--- src/request_deadline_slot_table_core_assert.svh ---
// Assertion macros for the request deadline slot table.
// Used by the top level; they expand to nothing when SYNTH is defined.
`ifndef REQUEST_DEADLINE_SLOT_TABLE_CORE_ASSERT_SVH
`define REQUEST_DEADLINE_SLOT_TABLE_CORE_ASSERT_SVH
`ifndef SYNTH
`define RDST_ASSERT(lbl, clk, rst, prop, msg) \
   lbl: assert property (@(posedge clk) disable iff (rst) prop) else $error(msg);
`define RDST_ASSERT_NEXT(lbl, clk, rst, pre, post, msg) \
   lbl: assert property (@(posedge clk) disable iff (rst) (pre) |=> (post)) else $error(msg);
`else
`define RDST_ASSERT(lbl, clk, rst, prop, msg)
`define RDST_ASSERT_NEXT(lbl, clk, rst, pre, post, msg)
`endif
`endif

--- src/rdst_pkg.sv ---
// Shared types and constants for the request deadline slot table.
// No dependencies; used by every module of the block except rdst_ram.
package rdst_pkg;

   localparam logic [2:0] CMD_REGISTER = 3'd0;
   localparam logic [2:0] CMD_SET_CLASS = 3'd1;
   localparam logic [2:0] CMD_UNREGISTER = 3'd2;
   localparam logic [2:0] CMD_QUERY = 3'd3;
   localparam logic [2:0] CMD_SWEEP = 3'd4;
   localparam logic [2:0] CMD_SNAPSHOT = 3'd5;
   localparam logic [2:0] CMD_CLEAR = 3'd6;

   localparam logic [1:0] ST_DONE = 2'd0;
   localparam logic [1:0] ST_REFUSED = 2'd1;
   localparam logic [1:0] ST_KILL = 2'd2;
   localparam logic [1:0] ST_COUNTER = 2'd3;

   localparam logic [2:0] CNT_REGISTERED = 3'd0;
   localparam logic [2:0] CNT_COMPLETED = 3'd1;
   localparam logic [2:0] CNT_KILLED = 3'd2;
   localparam logic [2:0] CNT_SWEEPS = 3'd3;
   localparam logic [2:0] CNT_BUSY = 3'd4;

   localparam logic [1:0] CLS_ORDINARY = 2'd0;
   localparam logic [1:0] CLS_WALLET = 2'd1;
   localparam logic [1:0] CLS_PROOF = 2'd2;
   localparam logic [1:0] CLS_MARKET = 2'd3;

   localparam logic [1:0] CSR_BASE = 2'd0;
   localparam logic [1:0] CSR_PROOF = 2'd1;
   localparam logic [1:0] CSR_WALLET = 2'd2;
   localparam logic [1:0] CSR_MARKET = 2'd3;

   localparam logic [19:0] BASE_RESET = 20'd10000;
   localparam logic [19:0] PROOF_RESET = 20'd120000;
   localparam logic [19:0] WALLET_RESET = 20'd60000;
   localparam logic [19:0] MARKET_RESET = 20'd300000;
   localparam logic [29:0] MS_TO_US = 30'd1000;

   typedef struct packed {
      logic [2:0]  cmd;
      logic [15:0] client_id;
      logic [31:0] ip_addr;
      logic [3:0]  slot_index;
      logic [1:0]  method_class;
      logic [62:0] time_us;
   } req_type;

   typedef struct packed {
      logic [1:0]  status;
      logic [3:0]  slot_out;
      logic        was_killed;
      logic [15:0] client_out;
      logic [31:0] ip_out;
      logic [62:0] age_us;
      logic [1:0]  class_out;
      logic [2:0]  counter_id;
      logic [31:0] counter_value;
      logic        last;
   } rsp_type;

   typedef struct packed {
      logic [15:0] client;
      logic [31:0] ip;
      logic [62:0] start;
      logic [19:0] limit;
      logic [1:0]  cls;
   } rec_type;

   typedef struct packed {
      logic       latch;
      logic       rd_req;
      logic       rd_sweep;
      logic       exec;
      logic       sweep_start;
      logic       eval;
      logic       kill;
      logic       close;
      logic       snap;
      logic [2:0] snap_id;
   } ctl_cmd_type;

   typedef struct packed {
      logic [2:0] cmd;
      logic       base_zero;
      logic       hit;
      logic       out_free;
   } ctl_stat_type;

endpackage

--- src/request_deadline_slot_table_core.sv ---
// Request deadline slot table: a table of SLOTS request slots with deadlines.
// Channels: req_* takes one command beat (register, set class, unregister,
// query, sweep, snapshot, clear); rsp_* returns result beats, rsp_data.last
// marks the final beat of a command; csr_* writes the four limit registers
// (base, proof, wallet, market) and is always ready.
// Flow: a single-result command is accepted in IDLE, reads its slot record
// from the record RAM in FETCH and DECIDE, and loads the result register in
// EXEC; only then is the next command taken, so one command is in flight.
// Snapshot gives five beats, one per cycle while the receiver takes them.
// A sweep visits the slots in turn (RAM read, elapsed/deadline compute,
// compare); a kill beat waits until the result register is free.
// A stalled receiver holds the result register; the controller waits with
// the next beat until it is taken, and no beat is dropped.
// Reset restores the limit registers to their defaults, frees all slots
// and zeroes the counters at once; slot records need no clearing.
`include "request_deadline_slot_table_core_assert.svh"

module request_deadline_slot_table_core #(
   parameter int SLOTS = 16
) (
   input  logic              clock,
   input  logic              reset,
   input  logic              req_valid,
   output logic              req_ready,
   input  rdst_pkg::req_type req_data,
   output logic              rsp_valid,
   input  logic              rsp_ready,
   output rdst_pkg::rsp_type rsp_data,
   input  logic              csr_valid,
   output logic              csr_ready,
   input  logic [1:0]        csr_index,
   input  logic [19:0]       csr_data
);
   localparam int IW = (SLOTS > 1) ? $clog2(SLOTS) : 1;

   rdst_pkg::ctl_cmd_type  ctl;
   rdst_pkg::ctl_stat_type stat;
   logic [IW-1:0]          sweep_idx;

   assign csr_ready = 1'b1;

   rdst_ctrl #(.SLOTS(SLOTS)) u_ctrl (
      .clock     (clock),
      .reset     (reset),
      .req_valid (req_valid),
      .req_ready (req_ready),
      .stat      (stat),
      .ctl       (ctl),
      .sweep_idx (sweep_idx)
   );

   rdst_datapath #(.SLOTS(SLOTS)) u_datapath (
      .clock     (clock),
      .reset     (reset),
      .req_data  (req_data),
      .csr_valid (csr_valid),
      .csr_index (csr_index),
      .csr_data  (csr_data),
      .rsp_ready (rsp_ready),
      .rsp_valid (rsp_valid),
      .rsp_data  (rsp_data),
      .ctl       (ctl),
      .sweep_idx (sweep_idx),
      .stat      (stat)
   );

   `RDST_ASSERT(a_one_load, clock, reset, $onehot0({ctl.exec, ctl.kill, ctl.close, ctl.snap}), "two result loads in one cycle")
   `RDST_ASSERT(a_no_overwrite, clock, reset, (ctl.exec || ctl.kill || ctl.close || ctl.snap) |-> (!rsp_valid || rsp_ready), "result register overwritten while stalled")
   `RDST_ASSERT_NEXT(a_one_in_flight, clock, reset, req_valid && req_ready, !req_ready, "second command taken while one is in flight")
endmodule

--- src/rdst_ram.sv ---
// Generic single-port-write, single-port-read RAM with registered read data.
// No dependencies.
module rdst_ram #(
   parameter int WIDTH = 8,
   parameter int DEPTH = 16
) (
   input  logic                                   clock,
   input  logic                                   wr_en,
   input  logic [(DEPTH > 1 ? $clog2(DEPTH) : 1)-1:0] wr_addr,
   input  logic [WIDTH-1:0]                       wr_data,
   input  logic                                   rd_en,
   input  logic [(DEPTH > 1 ? $clog2(DEPTH) : 1)-1:0] rd_addr,
   output logic [WIDTH-1:0]                       rd_data
);
   logic [WIDTH-1:0] mem_ff [DEPTH];
   logic [WIDTH-1:0] rd_data_ff;

   always_ff @(posedge clock) begin
      if (wr_en) begin
         mem_ff[wr_addr] <= wr_data;
      end
      if (rd_en) begin
         rd_data_ff <= mem_ff[rd_addr];
      end
   end

   assign rd_data = rd_data_ff;
endmodule

--- src/rdst_datapath.sv ---
// Datapath: slot record RAM, busy and killed flags, counters, CSRs, result register.
// Depends on rdst_pkg and rdst_ram; driven by rdst_ctrl commands.
module rdst_datapath #(
   parameter int SLOTS = 16
) (
   input  logic                                   clock,
   input  logic                                   reset,
   input  rdst_pkg::req_type                      req_data,
   input  logic                                   csr_valid,
   input  logic [1:0]                             csr_index,
   input  logic [19:0]                            csr_data,
   input  logic                                   rsp_ready,
   output logic                                   rsp_valid,
   output rdst_pkg::rsp_type                      rsp_data,
   input  rdst_pkg::ctl_cmd_type                  ctl,
   input  logic [(SLOTS > 1 ? $clog2(SLOTS) : 1)-1:0] sweep_idx,
   output rdst_pkg::ctl_stat_type                 stat
);
   localparam int IW = (SLOTS > 1) ? $clog2(SLOTS) : 1;
   localparam int CW = $clog2(SLOTS + 1);
   localparam int RW = $bits(rdst_pkg::rec_type);

   rdst_pkg::req_type req_ff;
   rdst_pkg::rsp_type rsp_ff, rsp_in;
   logic              rsp_valid_ff, rsp_valid_in;
   logic [19:0] base_ff, proof_ff, wallet_ff, market_ff;
   logic [SLOTS-1:0] busy_ff, busy_in, expired_ff, expired_in;
   logic [31:0] reg_cnt_ff, reg_cnt_in, comp_cnt_ff, comp_cnt_in;
   logic [31:0] kill_cnt_ff, kill_cnt_in, sweep_cnt_ff, sweep_cnt_in;
   logic [CW-1:0] busy_cnt_ff, busy_cnt_in, kills_ff, kills_in;
   logic [62:0] elapsed_ff;
   logic [29:0] deadline_ff;
   logic        cand_ff;

   logic [IW-1:0]     free_idx, slot_addr, wr_addr;
   logic              any_free, in_range, sel_busy, sel_expired, wr_en;
   logic [19:0]       want, new_limit;
   rdst_pkg::rec_type rd_rec, wr_rec;
   logic [RW-1:0]     ram_rd_data;
   logic              load, out_free;

   assign slot_addr = IW'(req_ff.slot_index);
   assign in_range = (32'(req_ff.slot_index) < 32'(SLOTS));
   assign sel_busy = busy_ff[slot_addr];
   assign sel_expired = expired_ff[slot_addr];
   assign rd_rec = rdst_pkg::rec_type'(ram_rd_data);

   // lowest free slot
   always_comb begin
      any_free = 1'b0;
      free_idx = '0;
      for (int i = SLOTS - 1; i >= 0; i--) begin
         if (!busy_ff[i]) begin
            any_free = 1'b1;
            free_idx = IW'(i);
         end
      end
   end

   always_comb begin
      case (req_ff.method_class)
         rdst_pkg::CLS_WALLET: want = wallet_ff;
         rdst_pkg::CLS_PROOF:  want = proof_ff;
         rdst_pkg::CLS_MARKET: want = market_ff;
         default:              want = 20'd0;
      endcase
      new_limit = (want > rd_rec.limit) ? want : rd_rec.limit;
   end

   rdst_ram #(.WIDTH(RW), .DEPTH(SLOTS)) u_rec_ram (
      .clock   (clock),
      .wr_en   (wr_en),
      .wr_addr (wr_addr),
      .wr_data (RW'(wr_rec)),
      .rd_en   (ctl.rd_req),
      .rd_addr (ctl.rd_sweep ? sweep_idx : slot_addr),
      .rd_data (ram_rd_data)
   );

   assign out_free = !rsp_valid_ff || rsp_ready;
   assign load = ctl.exec || ctl.kill || ctl.close || ctl.snap;

   always_comb begin
      busy_in = busy_ff;
      expired_in = expired_ff;
      reg_cnt_in = reg_cnt_ff;
      comp_cnt_in = comp_cnt_ff;
      kill_cnt_in = kill_cnt_ff;
      sweep_cnt_in = sweep_cnt_ff;
      busy_cnt_in = busy_cnt_ff;
      kills_in = kills_ff;
      wr_en = 1'b0;
      wr_addr = slot_addr;
      wr_rec = rd_rec;
      rsp_in = '0;
      rsp_in.last = 1'b1;
      rsp_in.status = rdst_pkg::ST_REFUSED;

      if (ctl.exec) begin
         case (req_ff.cmd)
            rdst_pkg::CMD_REGISTER: begin
               if (base_ff != 20'd0 && any_free) begin
                  wr_en = 1'b1;
                  wr_addr = free_idx;
                  wr_rec.client = req_ff.client_id;
                  wr_rec.ip = req_ff.ip_addr;
                  wr_rec.start = req_ff.time_us;
                  wr_rec.limit = base_ff;
                  wr_rec.cls = rdst_pkg::CLS_ORDINARY;
                  busy_in[free_idx] = 1'b1;
                  expired_in[free_idx] = 1'b0;
                  reg_cnt_in = reg_cnt_ff + 32'd1;
                  busy_cnt_in = busy_cnt_ff + CW'(1);
                  rsp_in.status = rdst_pkg::ST_DONE;
                  rsp_in.slot_out = 4'(free_idx);
               end
            end
            rdst_pkg::CMD_SET_CLASS: begin
               if (in_range && sel_busy) begin
                  wr_en = 1'b1;
                  wr_rec.limit = new_limit;
                  wr_rec.cls = req_ff.method_class;
                  rsp_in.status = rdst_pkg::ST_DONE;
               end
            end
            rdst_pkg::CMD_UNREGISTER: begin
               if (in_range && sel_busy) begin
                  if (!sel_expired) comp_cnt_in = comp_cnt_ff + 32'd1;
                  busy_in[slot_addr] = 1'b0;
                  expired_in[slot_addr] = 1'b0;
                  busy_cnt_in = busy_cnt_ff - CW'(1);
                  rsp_in.status = rdst_pkg::ST_DONE;
               end
            end
            rdst_pkg::CMD_QUERY: begin
               if (in_range) begin
                  rsp_in.status = rdst_pkg::ST_DONE;
                  rsp_in.was_killed = sel_busy && sel_expired;
               end
            end
            rdst_pkg::CMD_CLEAR: begin
               busy_in = '0;
               expired_in = '0;
               reg_cnt_in = '0;
               comp_cnt_in = '0;
               kill_cnt_in = '0;
               sweep_cnt_in = '0;
               busy_cnt_in = '0;
               rsp_in.status = rdst_pkg::ST_DONE;
            end
            default: begin
               rsp_in.status = rdst_pkg::ST_REFUSED;
            end
         endcase
      end

      if (ctl.sweep_start) begin
         sweep_cnt_in = sweep_cnt_ff + 32'd1;
         kills_in = '0;
      end

      if (ctl.kill) begin
         expired_in[sweep_idx] = 1'b1;
         kill_cnt_in = kill_cnt_ff + 32'd1;
         kills_in = kills_ff + CW'(1);
         rsp_in.status = rdst_pkg::ST_KILL;
         rsp_in.slot_out = 4'(sweep_idx);
         rsp_in.client_out = rd_rec.client;
         rsp_in.ip_out = rd_rec.ip;
         rsp_in.age_us = elapsed_ff;
         rsp_in.class_out = rd_rec.cls;
         rsp_in.last = 1'b0;
      end

      if (ctl.close) begin
         rsp_in.status = rdst_pkg::ST_DONE;
         rsp_in.counter_id = rdst_pkg::CNT_KILLED;
         rsp_in.counter_value = 32'(kills_ff);
      end

      if (ctl.snap) begin
         rsp_in.status = rdst_pkg::ST_COUNTER;
         rsp_in.counter_id = ctl.snap_id;
         rsp_in.last = (ctl.snap_id == rdst_pkg::CNT_BUSY);
         case (ctl.snap_id)
            rdst_pkg::CNT_REGISTERED: rsp_in.counter_value = reg_cnt_ff;
            rdst_pkg::CNT_COMPLETED:  rsp_in.counter_value = comp_cnt_ff;
            rdst_pkg::CNT_KILLED:     rsp_in.counter_value = kill_cnt_ff;
            rdst_pkg::CNT_SWEEPS:     rsp_in.counter_value = sweep_cnt_ff;
            default:                  rsp_in.counter_value = 32'(busy_cnt_ff);
         endcase
      end

      if (load) begin
         rsp_valid_in = 1'b1;
      end else if (rsp_ready) begin
         rsp_valid_in = 1'b0;
      end else begin
         rsp_valid_in = rsp_valid_ff;
      end
   end

   always_ff @(posedge clock) begin
      if (reset) begin
         base_ff <= rdst_pkg::BASE_RESET;
         proof_ff <= rdst_pkg::PROOF_RESET;
         wallet_ff <= rdst_pkg::WALLET_RESET;
         market_ff <= rdst_pkg::MARKET_RESET;
         busy_ff <= '0;
         expired_ff <= '0;
         reg_cnt_ff <= '0;
         comp_cnt_ff <= '0;
         kill_cnt_ff <= '0;
         sweep_cnt_ff <= '0;
         busy_cnt_ff <= '0;
         kills_ff <= '0;
         rsp_valid_ff <= 1'b0;
      end else begin
         if (csr_valid) begin
            case (csr_index)
               rdst_pkg::CSR_BASE:   base_ff <= csr_data;
               rdst_pkg::CSR_PROOF:  proof_ff <= csr_data;
               rdst_pkg::CSR_WALLET: wallet_ff <= csr_data;
               rdst_pkg::CSR_MARKET: market_ff <= csr_data;
               default:              base_ff <= base_ff;
            endcase
         end
         busy_ff <= busy_in;
         expired_ff <= expired_in;
         reg_cnt_ff <= reg_cnt_in;
         comp_cnt_ff <= comp_cnt_in;
         kill_cnt_ff <= kill_cnt_in;
         sweep_cnt_ff <= sweep_cnt_in;
         busy_cnt_ff <= busy_cnt_in;
         kills_ff <= kills_in;
         rsp_valid_ff <= rsp_valid_in;
      end
   end

   always_ff @(posedge clock) begin
      if (ctl.latch) req_ff <= req_data;
      if (load) rsp_ff <= rsp_in;
      if (ctl.eval) begin
         elapsed_ff <= req_ff.time_us - rd_rec.start;
         deadline_ff <= 30'(rd_rec.limit) * rdst_pkg::MS_TO_US;
         cand_ff <= busy_ff[sweep_idx] && !expired_ff[sweep_idx]
                    && (req_ff.time_us >= rd_rec.start);
      end
   end

   assign stat.cmd = req_ff.cmd;
   assign stat.base_zero = (base_ff == 20'd0);
   assign stat.hit = cand_ff && (elapsed_ff >= 63'(deadline_ff));
   assign stat.out_free = out_free;

   assign rsp_valid = rsp_valid_ff;
   assign rsp_data = rsp_ff;
endmodule

--- src/rdst_ctrl.sv ---
// Controller state machine: sequences commands, sweeps and snapshots.
// Depends on rdst_pkg; drives rdst_datapath through command signals.
module rdst_ctrl #(
   parameter int SLOTS = 16
) (
   input  logic                                   clock,
   input  logic                                   reset,
   input  logic                                   req_valid,
   output logic                                   req_ready,
   input  rdst_pkg::ctl_stat_type                 stat,
   output rdst_pkg::ctl_cmd_type                  ctl,
   output logic [(SLOTS > 1 ? $clog2(SLOTS) : 1)-1:0] sweep_idx
);
   localparam int IW = (SLOTS > 1) ? $clog2(SLOTS) : 1;

   localparam logic [3:0] S_IDLE = 4'd0;
   localparam logic [3:0] S_FETCH = 4'd1;
   localparam logic [3:0] S_DECIDE = 4'd2;
   localparam logic [3:0] S_EXEC = 4'd3;
   localparam logic [3:0] S_SNAP = 4'd4;
   localparam logic [3:0] S_SW_RD = 4'd5;
   localparam logic [3:0] S_SW_EV = 4'd6;
   localparam logic [3:0] S_SW_CK = 4'd7;
   localparam logic [3:0] S_SW_END = 4'd8;

   logic [3:0]    state_ff, state_in;
   logic [IW-1:0] idx_ff, idx_in;
   logic [2:0]    snap_ff, snap_in;
   logic          last_slot;

   assign last_slot = (32'(idx_ff) == 32'(SLOTS - 1));

   always_comb begin
      state_in = state_ff;
      idx_in = idx_ff;
      snap_in = snap_ff;
      ctl = '0;
      ctl.snap_id = snap_ff;
      req_ready = (state_ff == S_IDLE);

      case (state_ff)
         S_IDLE: begin
            if (req_valid) begin
               ctl.latch = 1'b1;
               state_in = S_FETCH;
            end
         end
         S_FETCH: begin
            ctl.rd_req = 1'b1;
            state_in = S_DECIDE;
         end
         S_DECIDE: begin
            if (stat.cmd == rdst_pkg::CMD_SWEEP && !stat.base_zero) begin
               ctl.sweep_start = 1'b1;
               idx_in = '0;
               state_in = S_SW_RD;
            end else if (stat.cmd == rdst_pkg::CMD_SNAPSHOT) begin
               snap_in = rdst_pkg::CNT_REGISTERED;
               state_in = S_SNAP;
            end else begin
               state_in = S_EXEC;
            end
         end
         S_EXEC: begin
            if (stat.out_free) begin
               ctl.exec = 1'b1;
               state_in = S_IDLE;
            end
         end
         S_SNAP: begin
            if (stat.out_free) begin
               ctl.snap = 1'b1;
               snap_in = snap_ff + 3'd1;
               if (snap_ff == rdst_pkg::CNT_BUSY) state_in = S_IDLE;
            end
         end
         S_SW_RD: begin
            ctl.rd_req = 1'b1;
            ctl.rd_sweep = 1'b1;
            state_in = S_SW_EV;
         end
         S_SW_EV: begin
            ctl.eval = 1'b1;
            state_in = S_SW_CK;
         end
         S_SW_CK: begin
            // hold on a kill until the result register frees up
            if (!stat.hit || stat.out_free) begin
               ctl.kill = stat.hit;
               if (last_slot) begin
                  state_in = S_SW_END;
               end else begin
                  idx_in = idx_ff + IW'(1);
                  state_in = S_SW_RD;
               end
            end
         end
         S_SW_END: begin
            if (stat.out_free) begin
               ctl.close = 1'b1;
               state_in = S_IDLE;
            end
         end
         default: begin
            state_in = S_IDLE;
         end
      endcase
   end

   always_ff @(posedge clock) begin
      if (reset) begin
         state_ff <= S_IDLE;
         idx_ff <= '0;
         snap_ff <= '0;
      end else begin
         state_ff <= state_in;
         idx_ff <= idx_in;
         snap_ff <= snap_in;
      end
   end

   assign sweep_idx = idx_ff;
endmodule

--- config.mk ---
export PLATFORM = sky130hd
export DESIGN_NAME = request_deadline_slot_table_core
export DESIGN_NICKNAME = d
export VERILOG_FILES = /design/src/rdst_pkg.sv /design/src/request_deadline_slot_table_core.sv /design/src/rdst_ram.sv /design/src/rdst_datapath.sv /design/src/rdst_ctrl.sv
export VERILOG_INCLUDE_DIRS = /design/src /design/src/src
export SDC_FILE = /design/constraint.sdc
export NUM_CORES = 2
export LEC_CHECK = 0
export ABC_AREA = 1
export ABC_CLOCK_PERIOD_IN_PS = 10400
export BUFFER_PORTS_ARGS = -buffer_cell sky130_fd_sc_hd__buf_2
export CAP_MARGIN = 20
export CORE_MARGIN = 4
export CORE_UTILIZATION = 40
export DETAILED_ROUTE_END_ITERATION = 8
export GPL_TIMING_DRIVEN = 0
export SLEW_MARGIN = 20
export SYNTH_ARGS = -nofsm -noshare
export SYNTH_HDL_FRONTEND = slang
export SYNTH_SLANG_ARGS = --single-unit
--- constraint.sdc ---
create_clock -name clock -period 10.4 [get_ports clock]
set_input_delay 3.12 -clock clock [delete_from_list [all_inputs] [get_ports clock]]
set_output_delay 3.12 -clock clock [all_outputs]
set_load 0.01 [all_outputs]
After elaboration in Yosys (flattened, before gate mapping)
Memory sizes are Yosys's and may differ from the RTL's. A register that Yosys moved wholly into a read port is not among the register bits.
Cells that the tools add are included.
{"block": "word_totals", "reg_bits": 629, "mem_bits_rw": 2128, "out_inout_bits": 159, "wordCells": 281, "n_memories": 1}
{"block": "classes", "add_sub_neg": 10, "multipliers": 1, "n_lt_le_gt_ge": 9, "eq_ne": 37, "n_mux": 129, "bitwise_logic": 7, "n_reduce_logical": 52}
{"name": "u_datapath.u_rec_ram.mem_ff", "words": 16, "word_bits": 133, "rd": 1, "rd_clocked_by_memory_dff": 1, "wr": 1, "line_no": "rdst_ram.sv:15", "text": "logic [WIDTH-1:0] mem_ff [DEPTH];"}
{"operator": "$mux W133", "count": 2}
{"operator": "$mux W32", "count": 7}
{"operator": "$add A32 B1 Y32 const B", "count": 4}
{"operator": "$pmux W32 S2", "count": 2}
{"operator": "$pmux W32 S4", "count": 1}
{"operator": "$mux W4", "count": 30}
{"operator": "$mux W111", "count": 1}
{"operator": "$mux W16", "count": 6}
{"operator": "$pmux W16 S3", "count": 2}
{"operator": "$ge A63 B30 Y1", "count": 1}
{"operator": "$ge A63 B63 Y1", "count": 1}
{"operator": "$sub A63 B63 Y63", "count": 1}
{"operator": "$pmux W20 S3", "count": 1}
{"operator": "$and A16 B16 Y16", "count": 3}
{"operator": "$mux W1", "count": 46}
{"operator": "$pmux W22 S2", "count": 1}
{"operator": "$mux W36", "count": 1}
{"operator": "$mux W34", "count": 1}
{"operator": "$not A16 Y16", "count": 2}
{"operator": "$or A16 B16 Y16", "count": 2}
{"operator": "$pmux W4 S8", "count": 1}
{"operator": "$mul A20 B7 Y27 const B", "count": 1}
{"operator": "$mux W5", "count": 5}
{"operator": "$mux W22", "count": 1}
{"operator": "other kinds (45)", "count": 122}

Depth between registers and ports, before layout
{"block": "depth", "word_depth": 27, "ltp_mapped": 21, "depth_no_buf": 21}

Modules after synthesis
A second synthesis with hierarchy kept.
{"block": "unflattened", "hier_cells": 12775, "area_unflattened_um2": 130107.3}
{"mod": "rdst_ram", "instances": 1, "cells_each": 8097, "area_per_inst_um2": 92373.6}
{"mod": "rdst_datapath", "instances": 1, "cells_each": 4549, "area_per_inst_um2": 36892.9}
{"mod": "rdst_ctrl", "instances": 1, "cells_each": 127, "area_per_inst_um2": 829.5}
{"mod": "request_deadline_slot_table_core", "instances": 1, "cells_each": 2, "area_per_inst_um2": 11.3}

Worst setup path after synthesis
No wires, ideal clock.
{"block": "synth_timing", "path_kind": "input-to-reg", "from": "input rsp_ready", "to": "memory u_datapath.u_rec_ram.mem_ff[1][0] (netlist name) (enable)", "setup_ns": 0.627, "arrival_time_ns": 9.906, "required_ns": 9.773, "path_slack_ns": -0.134, "cell_stages": 8, "n_path_buf": 0, "cell_sequence": "nor2_1 nor2_2 inv_2 nor2_1 inv_1 a21oi_1 nand3_1 nor2_1"}
{"block": "synth_via", "elab_chain_cells": 6, "elab_cells_between_ends": 7, "cone_classes": "mux (6); reduce/logical (1)"}
{"item": "from (decl)", "line_no": "request_deadline_slot_table_core.sv:27", "text": "input logic rsp_ready,"}
{"item": "$logic_or A1 B1 Y1 (*)", "line_no": "rdst_datapath.sv:80", "text": "assign out_free = !rsp_valid_ff || rsp_ready;"}
{"item": "$mux W1 (*)", "line_no": "rdst_ctrl.sv:65", "text": "if (stat.out_free) begin"}
{"item": "$mux W1 (*)", "line_no": "rdst_ctrl.sv:41", "text": "case (state_ff)"}
{"item": "$mux W1", "line_no": "rdst_datapath.sv:99", "text": "if (ctl.exec) begin"}
{"item": "$mux W1", "line_no": "rdst_ram.sv:19", "text": "if (wr_en) begin"}
{"item": "$mux W1 (implied by the code)", "line_no": "rdst_ram.sv:20", "text": "mem_ff[wr_addr] <= wr_data;"}
{"item": "to (decl)", "line_no": "rdst_ram.sv:15"}
Mark *: on every way between the ends. The rest lies on a longest branch, timed or not.

Worst setup path after layout
{"block": "layout_timing", "from": "input rsp_ready", "to": "memory u_datapath.u_rec_ram.mem_ff[9][80] (netlist name) (enable)"}
Same word-level chain as after synthesis.

==> results_dict.tcl <==
set metrics [dict create \
    status "completed" \
    ys_warn_count 0 \
    first_pass_iters 6 \
    cts_buffers 311 \
    wl_um 450300 \
    mostFrequentLayoutCell "edfxtp_1" \
    drtIter0Drc 11850 \
    drv_cap 0 \
    crit_arrival_ns 7.74 \
    gp_congestion 0.9564 \
    cts_resized 0 \
    critPathKind "primary input to register" \
    rows 204 \
    design_power_total_mw 42.93 \
    synth_edf_count 2628 \
    period_needed_ns 7.159 \
    cts_tree "yes" \
    max_stage_delay_ns 0.75 \
    area_delta_synth_final_pct 17.26 \
    start_kind "primary input" \
    clock_latency_ns 0.93 \
    hold_class "register to register" \
    grt_pass1_wl_um 632900 \
    layout_common_cells "2628 x edfxtp_1, 1879 x nor2_1, 1314 x o21ai_0" \
    cpMaxStageDelayCell "a21oi_1" \
    hold_end "u_datapath.proof_ff[13]" \
    setup_viol_count_final 0 \
    clkTransAtPathRegs_ns 0.06 \
    dieArea_um2 318800 \
    netlist_area_um2 123900 \
    ys_ff_latch 2890 \
    drv_slew 0 \
    track_usage 0.2733 \
    p_leak_nw 49.50 \
    fp.dieH_um 564.6 \
    required_ns 10.98 \
    crit_path_cell_trace "buf_2, nor2_1, nor2_2, inv_2, nor2_4, inv_2, buf_2, nor2_1, a21oi_1, nand2_1, nor2_4, buf_12, buf_12, buf_12, buf_12" \
    grt_pass1_vias 88640 \
    avgSynthCellArea_um2 11.46 \
    setup_tns_ns 0 \
    worst-path-max-fanout 18 \
    synthFlopType "edfxtp_1" \
    r2r_setup_slack_ns 4.89 \
    crit_top_cell "buf_12" \
    drt_drc_violations_left 0 \
    synthesis.nets 11220 \
    io_pins 306 \
    fin_worst_skew_ns 0.06028 \
    cts.path.max_buffers 4 \
    period_share 0.6884 \
    die_w_um 564.6 \
    h-tree-depth 5 \
    layout-drive-gt1-share 0.1066 \
    cts_hold_buffers 0 \
    min_from "u_datapath.proof_ff[13]" \
    final_antenna_net_count 0 \
    ir_drop_uv 596.6 \
    synth_top_family_by_area "compound AO/OA/AOI/OAI gates" \
    regToRegEndpoint "u_datapath.deadline_ff[29]" \
    whs_path_depth 2 \
    coreArea_um2 308600 \
    grt_max_degree 31 \
    async_flop_share 0 \
    nNetsFinal 12100 \
    cp-startpoint "rsp_ready" \
    viasPerCell 5.737 \
    synth_seq_area_share 0.6792 \
    drt-wirelength-per-cell_um 28.00 \
    synthSimpleGateAreaFrac 0.1057 \
    p_per_area_nw_per_um2 295.4 \
    synth_fa_ha_area_frac 0.03062 \
    grt_antenna_before_repair 37 \
    finalHoldViolations 0 \
    synth_xor_area_frac 0.008906 \
    synth_compound_area_frac 0.1327 \
    cts.sinks 2890 \
    synthDistinctLibCells 69 \
    dp_hpwl_um 325000 \
    cp-end-kind "register" \
    rsz0062_at_grt "false" \
    vias 92240 \
    post-cts-setup-buffers 0 \
    reg2reg_from "u_datapath.u_rec_ram.rd_data[3]" \
    cts-root-buf "clkbuf_16" \
    worstMarginPinSlew_ns 1.212 \
    synthCells 10810 \
    muxShareOfSynthArea 0 \
    slew_headroom 0.1920 \
    final_util 0.4708 \
    initial_core_util 0.4015 \
    port_buffers 304 \
    grt_overflow 0 \
    reg2reg_depth 16 \
    timing.fmax_mhz 139.7 \
]
-- per-stage QoR --
step	setup slack (ns)	hold WS [ns]	cell area, um^2	instances
CTS	3.386	0.4572	145200	16060
global route	3.202	0.4821	145300	16070
floorplan	-0.1337	0.4292	123900	10810
global placement	-9.971	0.4381	130600	15240
finish	3.241	0.4561	145300	16080
detailed placement	2.437	0.4451	135300	15490
-- worst max-delay path: cells and delay by family --
family	cells	cell delay, ns
buffers and inverters	8	1.72
AO/OA/AOI/OAI	1	0.75
AND/OR/NAND/NOR	6	2.06
-- registers in the layout, indices dropped and copies added (netlist names), 27 cells and up --
name and cells:
u_datapath.comp_cnt_ff 32, u_datapath.u_rec_ram.mem_ff 2128, u_datapath.rsp_data 156, u_datapath.sweep_cnt_ff 32, u_datapath.req_ff 113, u_datapath.deadline_ff 27, u_datapath.kill_cnt_ff 32, u_datapath.u_rec_ram.rd_data 133
u_datapath.reg_cnt_ff 32, u_datapath.elapsed_ff 63
-- kinds of logic (layout without fill, tap and decap cells) --
kind of cell               after synthesis  in the layout
and+or+nand+nor                       3240           3240
DFF                                   2890           2890
xor gates and xnor gates               126            126
other                                    1             22
AOI/OAI and AO/OA                     2954           2954
buffers and inverters                 1342           2467
adders and majority gates              260            260
-- layer usage --
| layer | vias to the layer above | global-route usage | part of all wire |
|---|---|---|---|
| li1 | 40770 | - | - |
| met1 | 45300 | 0.3640 | 0.39 |
| met2 | 5305 | 0.4392 | 0.46 |
| met3 | 856 | 0.05526 | 0.10 |
| met4 | 8 | 0.1100 | 0.045 |
| met5 | - | 0 | 0.00013 |
-- power breakdown --
part	internal (mW)	leakage, nW	switching [mW]
Clock	6.13	4.83	4.77
Sequential	14.8	25.9	0.466
Combinational	4.85	18.7	11.9
-- synthesized netlist by cell type, drive strengths merged (86+ instances only) --
cell | instances | area share
a21oi | 355 | 0.015
buf | 163 | 0.0070
clkbuf | 440 | 0.013
dfxtp | 262 | 0.042
edfxtp | 2628 | 0.64
ha | 188 | 0.019
inv | 733 | 0.022
nand2 | 885 | 0.027
nand3 | 168 | 0.0069
nand4 | 86 | 0.0046
nor2 | 1913 | 0.059
nor3 | 119 | 0.0051
o21ai | 1665 | 0.067
o22ai | 655 | 0.033
-- worst max path at each step --
| stage | endpoint | slack, ns |
|---|---|---|
| 2_1_floorplan | u_datapath.u_rec_ram.mem_ff[1][0] | -0.13 |
| 3_3_place_gp | u_datapath.u_rec_ram.mem_ff[3][79] | -9.97 |
| 3_5_place_dp | u_datapath.u_rec_ram.mem_ff[7][67] | 2.44 |
| 4_1_cts | u_datapath.u_rec_ram.mem_ff[7][80] | 3.39 |
| 5_1_grt | u_datapath.u_rec_ram.mem_ff[9][80] | 3.20 |
| 6_report | u_datapath.u_rec_ram.mem_ff[9][80] | 3.24 |
-- final cells by class --
class,count,area (um^2)
plain buffers,603,2546
clock inverters,183,1807
clock buffers,379,8130
repair buffers,563,5976
well taps,4120,5155
flip-flops and latches,2890,84160
diodes,21,52.55
fillers,27680,163300
multi-input cells,6581,34690
inverters,739,2784
No activity file was read; power rests on OpenSTA's default activity.
